[src/design/rrm_pkg.sv]
// Package for the raw region moment block: word structs, control structs and constants.
// It depends on nothing. Every module of the block imports it.
package rrm_pkg;

    // Configuration port widths.
    localparam int CFG_IDX_W  = 2;
    localparam int CFG_DATA_W = 11;

    // Configuration register indexes.
    localparam logic [CFG_IDX_W-1:0] CFG_TARGET_LABEL = 2'd0;
    localparam logic [CFG_IDX_W-1:0] CFG_ORDER_X      = 2'd1;
    localparam logic [CFG_IDX_W-1:0] CFG_ORDER_Y      = 2'd2;
    localparam logic [CFG_IDX_W-1:0] CFG_IMAGE_WIDTH  = 2'd3;

    // Reset value of the image width register.
    localparam logic [CFG_DATA_W-1:0] WIDTH_RESET = 11'd1024;

    // Width of an effective exponent; it holds every order up to four.
    localparam int ORD_W = 3;

    // Saturation limits: the largest sum and the cap on a single term.
    localparam logic [30:0] SUM_MAX  = 31'h7FFF_FFFF;
    localparam logic [31:0] TERM_CAP = 32'h8000_0000;

    // Input word: one pixel label and the end-of-image mark.
    typedef struct packed {
        logic [7:0] pixel;
        logic       last_pixel;
    } t_in_word;

    // Output word: the moment and its overflow flag.
    typedef struct packed {
        logic [30:0] moment_sum;
        logic        overflow;
    } t_out_word;

    // Commands from the controller to the datapath.
    typedef struct packed {
        logic load;
        logic mul_x;
        logic mul_y;
        logic add;
        logic emit;
    } t_cmd;

    // Status from the datapath to the controller.
    typedef struct packed {
        logic             hit;
        logic             last;
        logic             out_busy;
        logic [ORD_W-1:0] ord_x;
        logic [ORD_W-1:0] ord_y;
    } t_status;

endpackage

[src/design/rrm_ctrl.sv]
// Controller of the raw region moment block: sequences one pixel through its steps.
// It depends on rrm_pkg for the command and status structs.
module rrm_ctrl (
    input  logic             i_clk,
    input  logic             i_rst_n,
    input  logic             i_in_valid,
    output logic             o_in_ready,
    input  rrm_pkg::t_status i_status,
    output rrm_pkg::t_cmd    o_cmd
);
    import rrm_pkg::*;

    typedef enum logic [1:0] {
        S_IDLE,
        S_MULX,
        S_MULY,
        S_ADD
    } t_state;

    t_state           r_state;
    t_state           n_state;
    logic [ORD_W-1:0] r_cnt;
    logic [ORD_W-1:0] n_cnt;

    // Next state and the commands for this cycle.
    always_comb begin
        n_state = r_state;
        n_cnt   = r_cnt;
        o_cmd   = '0;
        unique case (r_state)
            S_IDLE: begin
                if (i_in_valid) begin
                    o_cmd.load = 1'b1;
                    n_cnt      = i_status.ord_x;
                    n_state    = S_MULX;
                end
            end
            S_MULX: begin
                // One column factor per cycle; a pixel that misses skips the products.
                if (i_status.hit && (r_cnt != '0)) begin
                    o_cmd.mul_x = 1'b1;
                    n_cnt       = r_cnt - ORD_W'(1);
                end else begin
                    n_cnt   = i_status.ord_y;
                    n_state = S_MULY;
                end
            end
            S_MULY: begin
                if (i_status.hit && (r_cnt != '0)) begin
                    o_cmd.mul_y = 1'b1;
                    n_cnt       = r_cnt - ORD_W'(1);
                end else begin
                    n_state = S_ADD;
                end
            end
            S_ADD: begin
                // The last pixel waits here while the previous result is still untaken.
                if (!(i_status.last && i_status.out_busy)) begin
                    o_cmd.add  = 1'b1;
                    o_cmd.emit = i_status.last;
                    n_state    = S_IDLE;
                end
            end
            default: begin
                n_state = S_IDLE;
            end
        endcase
    end

    // State register.
    always_ff @(posedge i_clk) begin
        if (!i_rst_n) begin
            r_state <= S_IDLE;
            r_cnt   <= '0;
        end else begin
            r_state <= n_state;
            r_cnt   <= n_cnt;
        end
    end

    assign o_in_ready = (r_state == S_IDLE);

endmodule

[src/design/rrm_dpath.sv]
// Datapath of the raw region moment block: registers, position counters, the shared
// multiplier, the saturating accumulator and the output register. It depends on rrm_pkg.
module rrm_dpath #(
    parameter int MAX_DIM   = 1024,
    parameter int MAX_ORDER = 3
) (
    input  logic                              i_clk,
    input  logic                              i_rst_n,
    input  logic                              i_cfg_we,
    input  logic [rrm_pkg::CFG_IDX_W-1:0]     i_cfg_index,
    input  logic [rrm_pkg::CFG_DATA_W-1:0]    i_cfg_data,
    input  rrm_pkg::t_in_word                 i_in_word,
    input  rrm_pkg::t_cmd                     i_cmd,
    output rrm_pkg::t_status                  o_status,
    output logic                              o_out_valid,
    input  logic                              i_out_ready,
    output rrm_pkg::t_out_word                o_out_word
);
    import rrm_pkg::*;

    localparam int CDW  = $clog2(MAX_DIM);
    localparam int WW   = (CDW + 1 > CFG_DATA_W) ? CDW + 1 : CFG_DATA_W;
    localparam int PW   = 32 + CDW;

    // Configuration registers.
    logic [7:0]            r_target;
    logic [1:0]            r_order_x;
    logic [1:0]            r_order_y;
    logic [CFG_DATA_W-1:0] r_width;

    // Per-image state and per-pixel working registers.
    logic [CDW-1:0] r_col;
    logic [CDW-1:0] r_row;
    logic [30:0]    r_acc;
    logic           r_ovf;
    logic [31:0]    r_term;
    logic           r_hit;
    logic           r_last;
    t_out_word      r_out;
    logic           r_out_valid;

    logic [WW-1:0]  width_ext;
    logic [WW-1:0]  width_eff;
    logic [WW-1:0]  col_inc;
    logic [CDW-1:0] base;
    logic [PW-1:0]  prod;
    logic [31:0]    term_sel;
    logic [32:0]    sum;
    logic [30:0]    acc_new;
    logic           ovf_new;

    // Configuration writes.
    always_ff @(posedge i_clk) begin
        if (!i_rst_n) begin
            r_target  <= '0;
            r_order_x <= '0;
            r_order_y <= '0;
            r_width   <= WIDTH_RESET;
        end else if (i_cfg_we) begin
            unique case (i_cfg_index)
                CFG_TARGET_LABEL: r_target  <= i_cfg_data[7:0];
                CFG_ORDER_X:      r_order_x <= i_cfg_data[1:0];
                CFG_ORDER_Y:      r_order_y <= i_cfg_data[1:0];
                CFG_IMAGE_WIDTH:  r_width   <= i_cfg_data;
                default:          r_width   <= r_width;
            endcase
        end
    end

    // Effective exponents, saturated at the largest supported order.
    always_comb begin
        o_status.ord_x = ({1'b0, r_order_x} > ORD_W'(MAX_ORDER)) ? ORD_W'(MAX_ORDER)
                                                               : {1'b0, r_order_x};
        o_status.ord_y = ({1'b0, r_order_y} > ORD_W'(MAX_ORDER)) ? ORD_W'(MAX_ORDER)
                                                               : {1'b0, r_order_y};
        o_status.hit      = r_hit;
        o_status.last     = r_last;
        o_status.out_busy = r_out_valid && !i_out_ready;
    end

    // Effective width: zero acts as one, and anything above the largest dimension is clamped.
    always_comb begin
        width_ext = WW'(r_width);
        if (width_ext == '0) begin
            width_eff = WW'(1);
        end else if (width_ext > WW'(MAX_DIM)) begin
            width_eff = WW'(MAX_DIM);
        end else begin
            width_eff = width_ext;
        end
        col_inc = WW'(r_col) + WW'(1);
    end

    // One power factor per cycle, saturating at the term cap.
    assign base = i_cmd.mul_x ? r_col : r_row;
    assign prod = PW'(r_term) * PW'(base);

    // Saturating add of the term into the accumulator.
    always_comb begin
        term_sel = r_hit ? r_term : 32'd0;
        sum      = {1'b0, term_sel} + {2'b00, r_acc};
        if (sum > {2'b00, SUM_MAX}) begin
            acc_new = SUM_MAX;
            ovf_new = 1'b1;
        end else begin
            acc_new = sum[30:0];
            ovf_new = r_ovf;
        end
    end

    // Pixel capture and term register.
    always_ff @(posedge i_clk) begin
        if (i_cmd.load) begin
            r_hit  <= (i_in_word.pixel == r_target);
            r_last <= i_in_word.last_pixel;
            r_term <= 32'd1;
        end else if (i_cmd.mul_x || i_cmd.mul_y) begin
            r_term <= (prod > PW'(TERM_CAP)) ? TERM_CAP : prod[31:0];
        end
    end

    // Accumulator, flag and raster position.
    always_ff @(posedge i_clk) begin
        if (!i_rst_n) begin
            r_acc <= '0;
            r_ovf <= 1'b0;
            r_col <= '0;
            r_row <= '0;
        end else if (i_cmd.add) begin
            if (r_last) begin
                r_acc <= '0;
                r_ovf <= 1'b0;
                r_col <= '0;
                r_row <= '0;
            end else begin
                r_acc <= acc_new;
                r_ovf <= ovf_new;
                if (col_inc >= width_eff) begin
                    r_col <= '0;
                    r_row <= (r_row == CDW'(MAX_DIM - 1)) ? '0 : r_row + CDW'(1);
                end else begin
                    r_col <= r_col + CDW'(1);
                end
            end
        end
    end

    // Output register: holds a result until it is taken.
    always_ff @(posedge i_clk) begin
        if (!i_rst_n) begin
            r_out_valid <= 1'b0;
        end else if (i_cmd.emit) begin
            r_out_valid <= 1'b1;
        end else if (i_out_ready) begin
            r_out_valid <= 1'b0;
        end
    end

    always_ff @(posedge i_clk) begin
        if (i_cmd.emit) begin
            r_out.moment_sum <= acc_new;
            r_out.overflow   <= ovf_new;
        end
    end

    assign o_out_valid = r_out_valid;
    assign o_out_word  = r_out;

endmodule

[src/design/region_raw_moment.sv]
// Top level of the raw region moment block: joins the controller and the datapath.
// It depends on rrm_pkg, rrm_ctrl and rrm_dpath.
//
// The block takes a label image one pixel word at a time in raster order and sums
// column^p * row^q over the pixels equal to the target label, tracking column and row
// itself from the configured image width. The moment and a sticky overflow flag are
// delivered as one output word on the pixel marked last, after which the sum and position
// are cleared. One pixel is worked on at a time: a pixel word goes through the load, the
// two factor steps and the add before the next is taken. A matching pixel is multiplied
// by its column p times and its row q times, p and q being the configured orders clamped
// to MAX_ORDER; any other pixel skips the products. A single shared multiplier applies
// one power factor per cycle. A last pixel waits in its final step while the previous
// result word is still untaken; otherwise the output register lets new pixels in meanwhile.
// Configuration writes are taken at any time and must only be made while the block is idle.
module region_raw_moment #(
    parameter int MAX_DIM   = 1024,
    parameter int MAX_ORDER = 3
) (
    input  logic                           i_clk,
    input  logic                           i_rst_n,
    input  logic                           i_cfg_valid,
    output logic                           o_cfg_ready,
    input  logic [rrm_pkg::CFG_IDX_W-1:0]  i_cfg_index,
    input  logic [rrm_pkg::CFG_DATA_W-1:0] i_cfg_data,
    input  logic                           i_in_valid,
    output logic                           o_in_ready,
    input  rrm_pkg::t_in_word              i_in_word,
    output logic                           o_out_valid,
    input  logic                           i_out_ready,
    output rrm_pkg::t_out_word             o_out_word
);
    import rrm_pkg::*;

    t_cmd    cmd;
    t_status status;
    logic    cfg_we;

    // Configuration writes are always accepted.
    assign o_cfg_ready = 1'b1;
    assign cfg_we      = i_cfg_valid && o_cfg_ready;

    rrm_ctrl u_ctrl (
        .i_clk      (i_clk),
        .i_rst_n    (i_rst_n),
        .i_in_valid (i_in_valid),
        .o_in_ready (o_in_ready),
        .i_status   (status),
        .o_cmd      (cmd)
    );

    rrm_dpath #(
        .MAX_DIM   (MAX_DIM),
        .MAX_ORDER (MAX_ORDER)
    ) u_dpath (
        .i_clk       (i_clk),
        .i_rst_n     (i_rst_n),
        .i_cfg_we    (cfg_we),
        .i_cfg_index (i_cfg_index),
        .i_cfg_data  (i_cfg_data),
        .i_in_word   (i_in_word),
        .i_cmd       (cmd),
        .o_status    (status),
        .o_out_valid (o_out_valid),
        .i_out_ready (i_out_ready),
        .o_out_word  (o_out_word)
    );

    // Once a pixel word is taken, no further word is taken in the next cycle.
    a_one_in_flight: assert property (@(posedge i_clk) disable iff (!i_rst_n)
        (i_in_valid && o_in_ready) |=> !o_in_ready)
        else $error("pixel word accepted while another is in progress");

    // A new result is never written over one that is still waiting.
    a_no_overwrite: assert property (@(posedge i_clk) disable iff (!i_rst_n)
        cmd.emit |-> !(o_out_valid && !i_out_ready))
        else $error("result word overwritten before it was taken");

    // An overflowing sum is reported saturated.
    a_ovf_saturates: assert property (@(posedge i_clk) disable iff (!i_rst_n)
        (o_out_valid && o_out_word.overflow) |-> (o_out_word.moment_sum == SUM_MAX))
        else $error("overflow flagged without a saturated sum");

    // Only one datapath operation is commanded at a time.
    a_one_cmd: assert property (@(posedge i_clk) disable iff (!i_rst_n)
        $onehot0({cmd.load, cmd.mul_x, cmd.mul_y, cmd.add}))
        else $error("conflicting datapath commands");

endmodule

[config.mk]
export PLATFORM = sky130hd
export DESIGN_NAME = region_raw_moment
export DESIGN_NICKNAME = d
export VERILOG_FILES = /design/src/design/rrm_pkg.sv /design/src/design/rrm_ctrl.sv /design/src/design/rrm_dpath.sv /design/src/design/region_raw_moment.sv
export SDC_FILE = /design/constraint.sdc
export NUM_CORES = 1
export LEC_CHECK = 0
export ABC_AREA = 0
export ABC_CLOCK_PERIOD_IN_PS = 7900
export BUFFER_PORTS_ARGS = -buffer_cell sky130_fd_sc_hd__buf_2
export CAP_MARGIN = 20
export CORE_MARGIN = 5
export CORE_UTILIZATION = 59
export DETAILED_ROUTE_END_ITERATION = 16
export PLACE_DENSITY_LB_ADDON = 0.08
export SKIP_LAST_GASP = 1
export SLEW_MARGIN = 10
export SYNTH_ARGS = -nofsm -noshare
export SYNTH_HDL_FRONTEND = slang
export SYNTH_SLANG_ARGS = --single-unit
[constraint.sdc]
create_clock -name i_clk -period 7.9 [get_ports i_clk]
set_clock_uncertainty 0.05 [all_clocks]
set_input_delay 0.79 -clock i_clk [delete_from_list [all_inputs] [get_ports i_clk]]
set_output_delay 0.79 -clock i_clk [all_outputs]
set_load 0.05 [all_outputs]
==> flow_metrics.env, run 1 <==
export IMPL_r2r_worst_path_cells=31
export IMPL_first_iter_violations=1592
export IMPL_synthSimpleGateAreaFrac=0.2059
export IMPL_synth_seq_cells=147
export IMPL_cp_max_fo=10
export IMPL_clkTransAtPathRegs_ps=80
export IMPL_ys_types=83
export IMPL_period_share=0.9795
export IMPL_multi_input_area_um2=14300
export IMPL_synth_compound_area_share=0.1546
export IMPL_first_global_vias=15420
export IMPL_yosys_warnings=0
export IMPL_maxSlewHeadroom=0.2645
export IMPL_powerDensity_nw_per_um2=98.95
export IMPL_cts_tree="built"
export IMPL_grt_max_degree=54
export IMPL_reg2reg_to="u_dpath.r_term[0]"
export IMPL_place_area_um2=19670
export IMPL_drive_gt1_frac=0.1322
export IMPL_power_leakage_nw=10.36
export IMPL_total_power_mw=2.071
export IMPL_die_x_um=187.5
export IMPL_reg2reg_slack_ps=160
export IMPL_synthFlopType="dfxtp_1"
export IMPL_fin_setup_tns_ps=0
export IMPL_hp_class="reg2reg"
export IMPL_cp_slowest_cell="fa_1"
export IMPL_place_inst=2571
export IMPL_antenna_found_initial=0
export IMPL_h_tree_depth=4
export IMPL_async_flop_share=0
export IMPL_synth_xor_xnor_area_share=0.03250
export IMPL_endpoint="u_dpath.r_term[0]"
export IMPL_ant_nets=0
export IMPL_yosysTopAreaCell="fa_1"
export IMPL_area_growth_pct=12.53
export IMPL_hp_start="u_dpath.r_width[0]"
export IMPL_synth_edff_count=34
export IMPL_min_period_ps=7738
export IMPL_rows=65
export IMPL_cp_common_cell="fa_1"
export IMPL_antennaDiodeCount=0
export IMPL_synth_top_cell_area_share=0.2573
export IMPL_hold_worst_slack_ps=429.5
export IMPL_seq_area_frac_synth=0.1765
export IMPL_startpoint_type="flop"
export IMPL_fin_cells=2626
export IMPL_cts_buffers=17
export IMPL_clockBufferDepth=2
export IMPL_die_h_um=187.5
export IMPL_io_pins=62
export IMPL_reg2reg_from="u_ctrl.r_cnt[0]"
export IMPL_core_area_um2=31310
export IMPL_finalMaxSlewViolations=0
export IMPL_firstDrtPassIters=6
export IMPL_grt_pass1_wl_um=80590
export IMPL_startpoint="u_ctrl.r_cnt[0]"
export IMPL_maxCapViolCount=0
export IMPL_syn_avg_cell_area_um2=8.694
export IMPL_wl_per_cell_um=19.27
export IMPL_syn_nets=2532
export IMPL_clk_latency_ps=450
export IMPL_tightest_slew_ps=1075
export IMPL_clkSinkCount=147
export IMPL_vias_per_cell=5.897
export IMPL_fmax_mhz=129.2
export IMPL_worstPathRequired_ps=8240
export IMPL_gp_congestion=0.9369
export IMPL_critPathArrivalTime_ps=8070
export IMPL_synthMuxAreaShare=0.01110
export IMPL_path_class="reg2reg"
export IMPL_worstSetupEndpointType="flop"
export IMPL_drc=0
export IMPL_fill_cells=2607
export IMPL_setup_ws_ps=162.2
export IMPL_cpPeakStageDelay_ps=570
export IMPL_regArea_um2=3284
export IMPL_syn_inst=2139
export IMPL_status="completed"
export IMPL_fin_util=0.6684
export IMPL_place_ws_ps=-207.1
export IMPL_synthTopCellsByArea="fa_1 (26%), dfxtp_1 (12%), ha_1 (8.5%), and2_1 (6.8%), nand2_1 (6.0%)"
export IMPL_setup_viol=0
export IMPL_report_final_hold_viol_count=0
export IMPL_fin_nets=2604
export IMPL_peakVddDrop_mv=0.1322
export IMPL_fin_area_um2=20930
export IMPL_synth_top_family_by_area="adder cells"
export IMPL_synth_fa_ha_area_frac=0.3427
export IMPL_io_buffers=60
export IMPL_die_area_um2=35170
export IMPL_dp_hpwl_um=37500
export IMPL_grt_use_total=0.2794
export IMPL_wirelength_um=50600
export IMPL_grt_overflow=0
export IMPL_route_vias_total=15490
export IMPL_netlist_area_um2=18600
export IMPL_start_util=0.5939
export IMPL_cts_root_buf="clkbuf_16"
## layout by cell type (no fill, tap or decap), drive strengths merged, types with 34 or more instances in the layout
master  instances
a22o           57
inv           258
fa            239
a21oi          99
nor2           65
buf           165
dfxtp         113
edfxtp         34
ha            127
xnor2          39
nand2         297
and2          201
o21ai          65
## power breakdown
group | switching, mW | leakage, nW | internal (mW)
sequential | 0.0308 | 1.23 | 0.811
clock | 0.377 | 0.276 | 0.444
combinational | 0.283 | 8.85 | 0.127
## Yosys cell counts, types with 12 or more instances
cell      count
nand2_1     297
inv_1       250
fa_1        239
and2_1      201
ha_1        127
dfxtp_1     113
clkbuf_1    106
a21oi_1      96
nor2_1       65
o21ai_0      62
a22o_1       57
xnor2_1      39
edfxtp_1     34
a21boi_0     32
nand3_1      32
a21o_1       31
xor2_1       30
nor2b_1      27
and3_1       24
nor3_1       20
nand2b_1     16
mux2i_1      15
o21a_1       15
nand4_1      14
o21bai_1     14
a211oi_1     12
## critical path: cells and delay by family, from the launching register on
kind	cells	cell delay, ps
AND/OR/NAND/NOR	10	1830
buffers and inverters	8	980
flip-flops	1	340
adder cells (fa/ha/maj)	7	3020
AO/OA/AOI/OAI	6	1450
## flip-flops by register name, indices dropped and copies added, names as in the netlist, 3 cells and up
signal              cells
u_dpath.r_row          10
u_ctrl.r_cnt            3
u_dpath.r_col          10
u_dpath.r_acc          31
u_dpath.r_term         32
u_dpath.o_out_word     32
u_dpath.r_width        11
u_dpath.r_target        8
## worst min-delay path by stage
stage	to	slack [ps]	depth (start not counted)
after floorplan	u_dpath.r_width[0]	390	2
after global placement	u_dpath.r_width[0]	420	2
after detailed placement	u_dpath.r_acc[27]	420	2
after CTS	u_dpath.r_acc[27]	440	2
after global routing	u_dpath.r_width[9]	460	2
final	u_dpath.r_width[0]	430	2
## layout make-up
cell class / instances / share of cell area
Clock buffer: 18 / 0.02051
Clock inverter: 14 / 0.006816
Inverter: 251 / 0.04526
Multi-Input combinational cell: 1623 / 0.6831
Sequential cell: 147 / 0.1569
Tap cell: 402 / 0.02403
Timing Repair Buffer: 171 / 0.06331
## cells by family after synthesis
kind of cell    Yosys count
simple gates            754
compound gates          411
buf+inv                 371
fa+ha+maj               366
flops                   147
xor+xnor                 69
mux                      20
other cells               1
## layer usage
| metal | vias up | track usage | wire length [µm] |
|---|---|---|---|
| met5 | - | 0 | 0 |
| met4 | 0 | 0.06832 | 1256 |
| met3 | 83 | 0.05045 | 3802 |
| met2 | 611 | 0.4363 | 22920 |
| met1 | 7555 | 0.4072 | 22620 |
| li1 | 7237 | - | - |
## repair_timing
| item | CTS | global route |
|---|---|---|
| gates cloned | 0 | 8 |
| hold buffers | 0 | 0 |
| setup endpoints to repair | 31 | 32 |
| gates resized for setup | 8 | 82 |
| buffers inserted | 0 | 14 |
| pin swaps | 0 | 60 |
Note: power is estimated with default switching activity, not from simulation.
==> inputs of run 2 (changes only) <==
ABC_CLOCK_PERIOD_IN_PS = 7410   (was 7900)
CORE_UTILIZATION = 60   (was 59)
clock period = 7.41 ns   (was 7.9 ns; I/O delays follow)
==> run 2 against run 1 <==
Critical path type unchanged. Clock-buffer cell count up 7. Non-clock buffer count rose by 131. Worst hold slack improved by 0.96 ps. Register-to-register slack got worse by 380 ps. Wire length increased by 0.90%. Total power is 11% higher. Design area grew 6.8%. Via count is 4.5% higher. Sequential share of layout area decreased by 1.0 points. Largest cell class unchanged. Sequential power up 6.9%. Critical path depth stayed put. Sequential cell count unchanged. Largest power group unchanged. The flow now finishes with violations (setup timing).
==> flow_metrics.env, run 2 (synthesized netlist as in run 1, its figures left out) <==
export IMPL_startpoint_type="flop"
export IMPL_total_power_mw=2.289
export IMPL_vias_per_cell=5.882
export IMPL_r2r_worst_path_cells=31
export IMPL_antenna_found_initial=0
export IMPL_die_x_um=186.1
export IMPL_status="finished with violations"
export IMPL_rsz0062_at_grt="yes"
export IMPL_min_period_ps=7632
export IMPL_io_pins=62
export IMPL_route_vias_total=16190
export IMPL_grt_use_total=0.3015
export IMPL_first_global_vias=16380
export IMPL_place_area_um2=20500
export IMPL_fin_nets=2735
export IMPL_gp_congestion=0.9693
export IMPL_io_buffers=60
export IMPL_area_growth_pct=20.17
export IMPL_cp_max_fo=8
export IMPL_worstPathRequired_ps=7740
export IMPL_power_leakage_nw=11.16
export IMPL_cts_buffers=17
export IMPL_hp_class="reg2reg"
export IMPL_grt_overflow=0
export IMPL_drive_gt1_frac=0.2059
export IMPL_tightest_slew_ps=814.5
export IMPL_critPathArrivalTime_ps=7970
export IMPL_cts_root_buf="clkbuf_16"
export IMPL_report_final_hold_viol_count=0
export IMPL_h_tree_depth=4
export IMPL_grt_max_degree=54
export IMPL_whs_path_depth=2
export IMPL_maxSlewHeadroom=0.4546
export IMPL_final_common_cell="nand2_1"
export IMPL_fin_area_um2=22350
export IMPL_setup_ws_ps=-222.0
export IMPL_layout_common_cells="nand2_1 (276), inv_1 (230), fa_1 (229), buf_4 (211), and2_1 (197)"
export IMPL_worstSetupEndpointType="flop"
export IMPL_clkSinkCount=147
export IMPL_fmax_mhz=131.0
export IMPL_fill_cells=2329
export IMPL_wl_per_cell_um=18.55
export IMPL_firstDrtPassIters=8
export IMPL_period_share=1.030
export IMPL_violations="setup timing"
export IMPL_dp_hpwl_um=38640
export IMPL_path_class="reg2reg"
export IMPL_cts_tree="built"
export IMPL_setup_viol=30
export IMPL_finalMaxSlewViolations=0
export IMPL_peakVddDrop_mv=0.1596
export IMPL_rows=64
export IMPL_powerDensity_nw_per_um2=102.4
export IMPL_die_area_um2=34610
export IMPL_clkTransAtPathRegs_ps=70
export IMPL_clockBufferDepth=2
export IMPL_start_util=0.6079
export IMPL_first_iter_violations=1401
export IMPL_die_h_um=186.1
export IMPL_cpPeakStageDelay_ps=580
export IMPL_cp_common_cell="inv_2"
export IMPL_cp_slowest_cell="fa_1"
export IMPL_wirelength_um=51060
export IMPL_place_ws_ps=-408.8
export IMPL_ant_nets=0
export IMPL_drc=0
export IMPL_grt_pass1_wl_um=83970
export IMPL_core_area_um2=30590
export IMPL_maxCapViolCount=0
export IMPL_clk_latency_ps=440
[run 2: cell count changes in the layout (fill, tap and decap cells not counted), moves of 4 or more]
| cell | previous run | this run |
|---|---|---|
| and2_4 | 0 | 4 |
| a21oi_1 | 88 | 83 |
| inv_2 | 1 | 19 |
| nand2_2 | 7 | 13 |
| ha_4 | 8 | 18 |
| nand2_1 | 285 | 276 |
| fa_2 | 4 | 10 |
| buf_12 | 6 | 10 |
| fa_1 | 235 | 229 |
| inv_1 | 248 | 230 |
| buf_4 | 96 | 211 |
| ha_1 | 115 | 108 |
| buf_6 | 3 | 15 |
| and2_1 | 201 | 197 |
[run 2: final timing paths]
check | to | slack (ps) | from
max | u_dpath.r_term[18] | -220 | u_ctrl.r_cnt[0]
min | u_dpath.r_width[0] | 430 | u_dpath.r_width[0]
max reg2reg | u_dpath.r_term[18] | -220 | u_ctrl.r_cnt[0]
min reg2reg | u_dpath.r_width[0] | 430 | u_dpath.r_width[0]
[run 2: where the power goes]
group          switching, mW  internal (mW)  leakage [nW]  total, mW
Combinational          0.316          0.177          9.63      0.493
Sequential            0.0344          0.864          1.23      0.899
Clock                  0.374          0.523         0.300      0.897
[run 2: repair_timing]
action                                  4_1_cts  5_1_grt
resized for setup                           115       70
pin swaps                                    83       92
hold buffers                                  0        0
setup buffers                                20       23
gates cloned                                  6        0
endpoints found under the setup margin       32       32
[run 2: final cells by class]
cell class,instances,area (µm²),area share
Sequential cell,147,3284,0.1470
Multi-Input combinational cell,1623,14630,0.6546
Tap cell,396,495.5,0.02217
Clock inverter,7,55.05,0.002463
Timing Repair Buffer,302,2384,0.1067
Antenna cell,1,2.502,0.0001120
Clock buffer,25,550.5,0.02463
Inverter,251,947.2,0.04238
[run 2: worst max-delay path, delay by kind of cell, from the launching register on]
| family | cells | cell delay [ps] |
|---|---|---|
| DFF | 1 | 340 |
| adders and majority gates | 7 | 3120 |
| AOI/OAI and AO/OA | 6 | 1290 |
| buffers and inverters | 9 | 870 |
| muxes | 1 | 280 |
| xor gates and xnor gates | 1 | 170 |
| and+or+nand+nor | 7 | 1430 |
[run 2: stage by stage]
step / setup TNS, ps / hold slack (ps) / std cells / utilization
after CTS: -539.3 / 424.8 / 2728 / 0.7163
after global placement: -9809 / 417.5 / 2670 / 0.6701
final: -5554 / 430.4 / 2752 / 0.7306
after detailed placement: -11290 / 425.1 / 2670 / 0.6701
after floorplan: 0 / 392.9 / 2139 / -
after global routing: -11440 / 428.4 / 2751 / 0.7305
[run 2: per-layer routing]
metal	wire length (µm)	part of all wire	up-vias	track usage
li1	-	-	7509	-
met1	22530	0.44	7949	0.4299
met3	3889	0.076	87	0.05022
met2	23330	0.46	643	0.4772
met5	0	0	-	0
met4	1311	0.026	0	0.08860
==> inputs of run 3 (changes only) <==
SKIP_LAST_GASP = default   (was 1)
SLEW_MARGIN = 20   (was 10)
==> run 3 against run 2 <==
The flow still finishes with violations (setup timing). Setup slack lost 47 ps. Sequential share of layout area hardly changed. Cell count about the same. Largest power group unchanged. Wire length hardly changed. Utilization about the same. Register-to-register slack got worse by 50 ps. Worst hold slack is essentially flat. Sequential power about the same. Non-clock buffer count is 2 lower. Die area stayed put. Clock power is essentially flat. Clock-buffer cell count is the same.
==> flow_metrics.env, run 3 (synthesized netlist as in run 1, its figures left out) <==
export IMPL_startpoint_type="flop"
export IMPL_report_final_hold_viol_count=0
export IMPL_drc=0
export IMPL_die_x_um=186.1
export IMPL_finalMaxSlewViolations=0
export IMPL_clk_latency_ps=440
export IMPL_grt_max_degree=54
export IMPL_core_area_um2=30590
export IMPL_vias_per_cell=5.859
export IMPL_rsz0062_at_grt="yes"
export IMPL_wirelength_um=51040
export IMPL_first_iter_violations=1295
export IMPL_route_vias_total=16110
export IMPL_fin_util=0.7307
export IMPL_violations="setup timing"
export IMPL_cts_root_buf="clkbuf_16"
export IMPL_wl_per_cell_um=18.56
export IMPL_reg2reg_to="u_dpath.r_term[20]"
export IMPL_powerDensity_nw_per_um2=102.2
export IMPL_setup_viol=29
export IMPL_io_pins=62
export IMPL_die_h_um=186.1
export IMPL_worstPathBufferInverterCount=10
export IMPL_io_buffers=60
export IMPL_reg2reg_from="u_ctrl.r_cnt[0]"
export IMPL_whs_path_depth=2
export IMPL_final_common_cell="nand2_1"
export IMPL_antenna_found_initial=0
export IMPL_reg2reg_slack_ps=-270
export IMPL_start_util=0.6079
export IMPL_fill_cells=2316
export IMPL_status="finished with violations"
export IMPL_area_growth_pct=20.20
export IMPL_cts_buffers=17
export IMPL_path_class="reg2reg"
export IMPL_grt_pass1_wl_um=83970
export IMPL_power_leakage_nw=11.13
export IMPL_tightest_slew_ps=839.9
export IMPL_drive_gt1_frac=0.2078
export IMPL_hold_buffers=0
export IMPL_peakVddDrop_mv=0.1603
export IMPL_maxSlewHeadroom=0.4387
export IMPL_worstPathRequired_ps=7740
export IMPL_min_period_ps=7679
export IMPL_first_global_vias=16380
export IMPL_worstSetupEndpointType="flop"
export IMPL_grt_use_total=0.3014
export IMPL_rows=64
export IMPL_clkTransAtPathRegs_ps=70
export IMPL_setup_ws_ps=-268.8
export IMPL_cp_max_fo=10
export IMPL_fin_nets=2733
export IMPL_gp_congestion=0.9693
export IMPL_layout_common_cells="nand2_1 (276), inv_1 (230), fa_1 (229), buf_4 (209), and2_1 (197)"
export IMPL_total_power_mw=2.285
export IMPL_cp_slowest_cell="fa_1"
export IMPL_cpPeakStageDelay_ps=510
export IMPL_grt_overflow=0
export IMPL_fmax_mhz=130.2
export IMPL_h_tree_depth=4
export IMPL_cp_common_cell="fa_1"
export IMPL_hp_class="reg2reg"
export IMPL_critPathArrivalTime_ps=8010
export IMPL_hp_start="u_dpath.r_width[0]"
export IMPL_ant_nets=0
export IMPL_die_area_um2=34610
export IMPL_min_to="u_dpath.r_width[0]"
export IMPL_firstDrtPassIters=7
export IMPL_r2r_worst_path_cells=32
export IMPL_period_share=1.036
export IMPL_clockBufferDepth=2
export IMPL_startpoint="u_ctrl.r_cnt[0]"
export IMPL_cts_tree="built"
export IMPL_maxCapViolCount=0
export IMPL_clkSinkCount=147
export IMPL_cp_top_family="adder cells"
export IMPL_dp_hpwl_um=38640
-- run 3: worst max path at each step --
stage                               to  depth (start not counted)  slack, ps
CTS                 u_dpath.r_term[20]                         29        -80
global route        u_dpath.r_term[20]                         30       -450
global placement    u_dpath.r_term[20]                         31       -350
floorplan           u_dpath.r_term[11]                         30         20
detailed placement  u_dpath.r_term[20]                         31       -410
finish              u_dpath.r_term[20]                         32       -270
-- run 3: routing by layer --
metal  global-route usage  share of wire  vias to the layer above
met3              0.05022          0.079                       92
met4              0.08860          0.027                        0
met2               0.4775           0.46                      658
li1                     -              -                     7504
met1               0.4293           0.44                     7857
met5                    0              0                        -
-- run 3: timing repair --
action / CTS / global route
pin swaps: 90 / 92
setup buffers: 20 / 23
gates resized for setup: 115 / 78
setup endpoints to repair: 32 / 32
gates cloned: 6 / 0
-- run 3: where the power goes --
part	internal, mW	switching [mW]	total [mW]	leakage, nW
clock network	0.523	0.376	0.899	0.300
registers	0.864	0.0347	0.899	1.23
logic	0.172	0.315	0.487	9.60
total	1.56	0.726	2.28	11.1
-- run 3: cell type report --
| class | count | area (µm²) | share of cell area |
|---|---|---|---|
| Clock buffer | 25 | 550.5 | 0.02463 |
| Antenna cell | 1 | 2.502 | 0.0001120 |
| Sequential cell | 147 | 3284 | 0.1469 |
| Multi-Input combinational cell | 1623 | 14650 | 0.6556 |
| Timing Repair Buffer | 300 | 2364 | 0.1057 |
| Inverter | 251 | 947.2 | 0.04237 |
| Clock inverter | 7 | 55.05 | 0.002463 |
| Tap cell | 396 | 495.5 | 0.02217 |
-- run 3: per-stage QoR --
stage                     hold WS (ps)  cell area [µm²]  setup TNS, ps  instances  worst slack [ps]
after global placement           417.5            20500          -9809       2670            -352.9
after CTS                        424.8            21910         -527.0       2728            -82.09
after detailed placement         425.1            20500         -11290       2670            -408.8
final                            430.5            22350          -6921       2750            -268.8
after floorplan                  392.9            18620              0       2139             15.03
after global routing             428.4            22350         -12500       2749            -447.2
-- run 3: tightest hold or removal path, delay by kind of cell (launching register included) --
family | cells | cell delay (ps)
AOI/OAI and AO/OA | 1 | 70
DFF | 1 | 320
and+or+nand+nor | 1 | 50
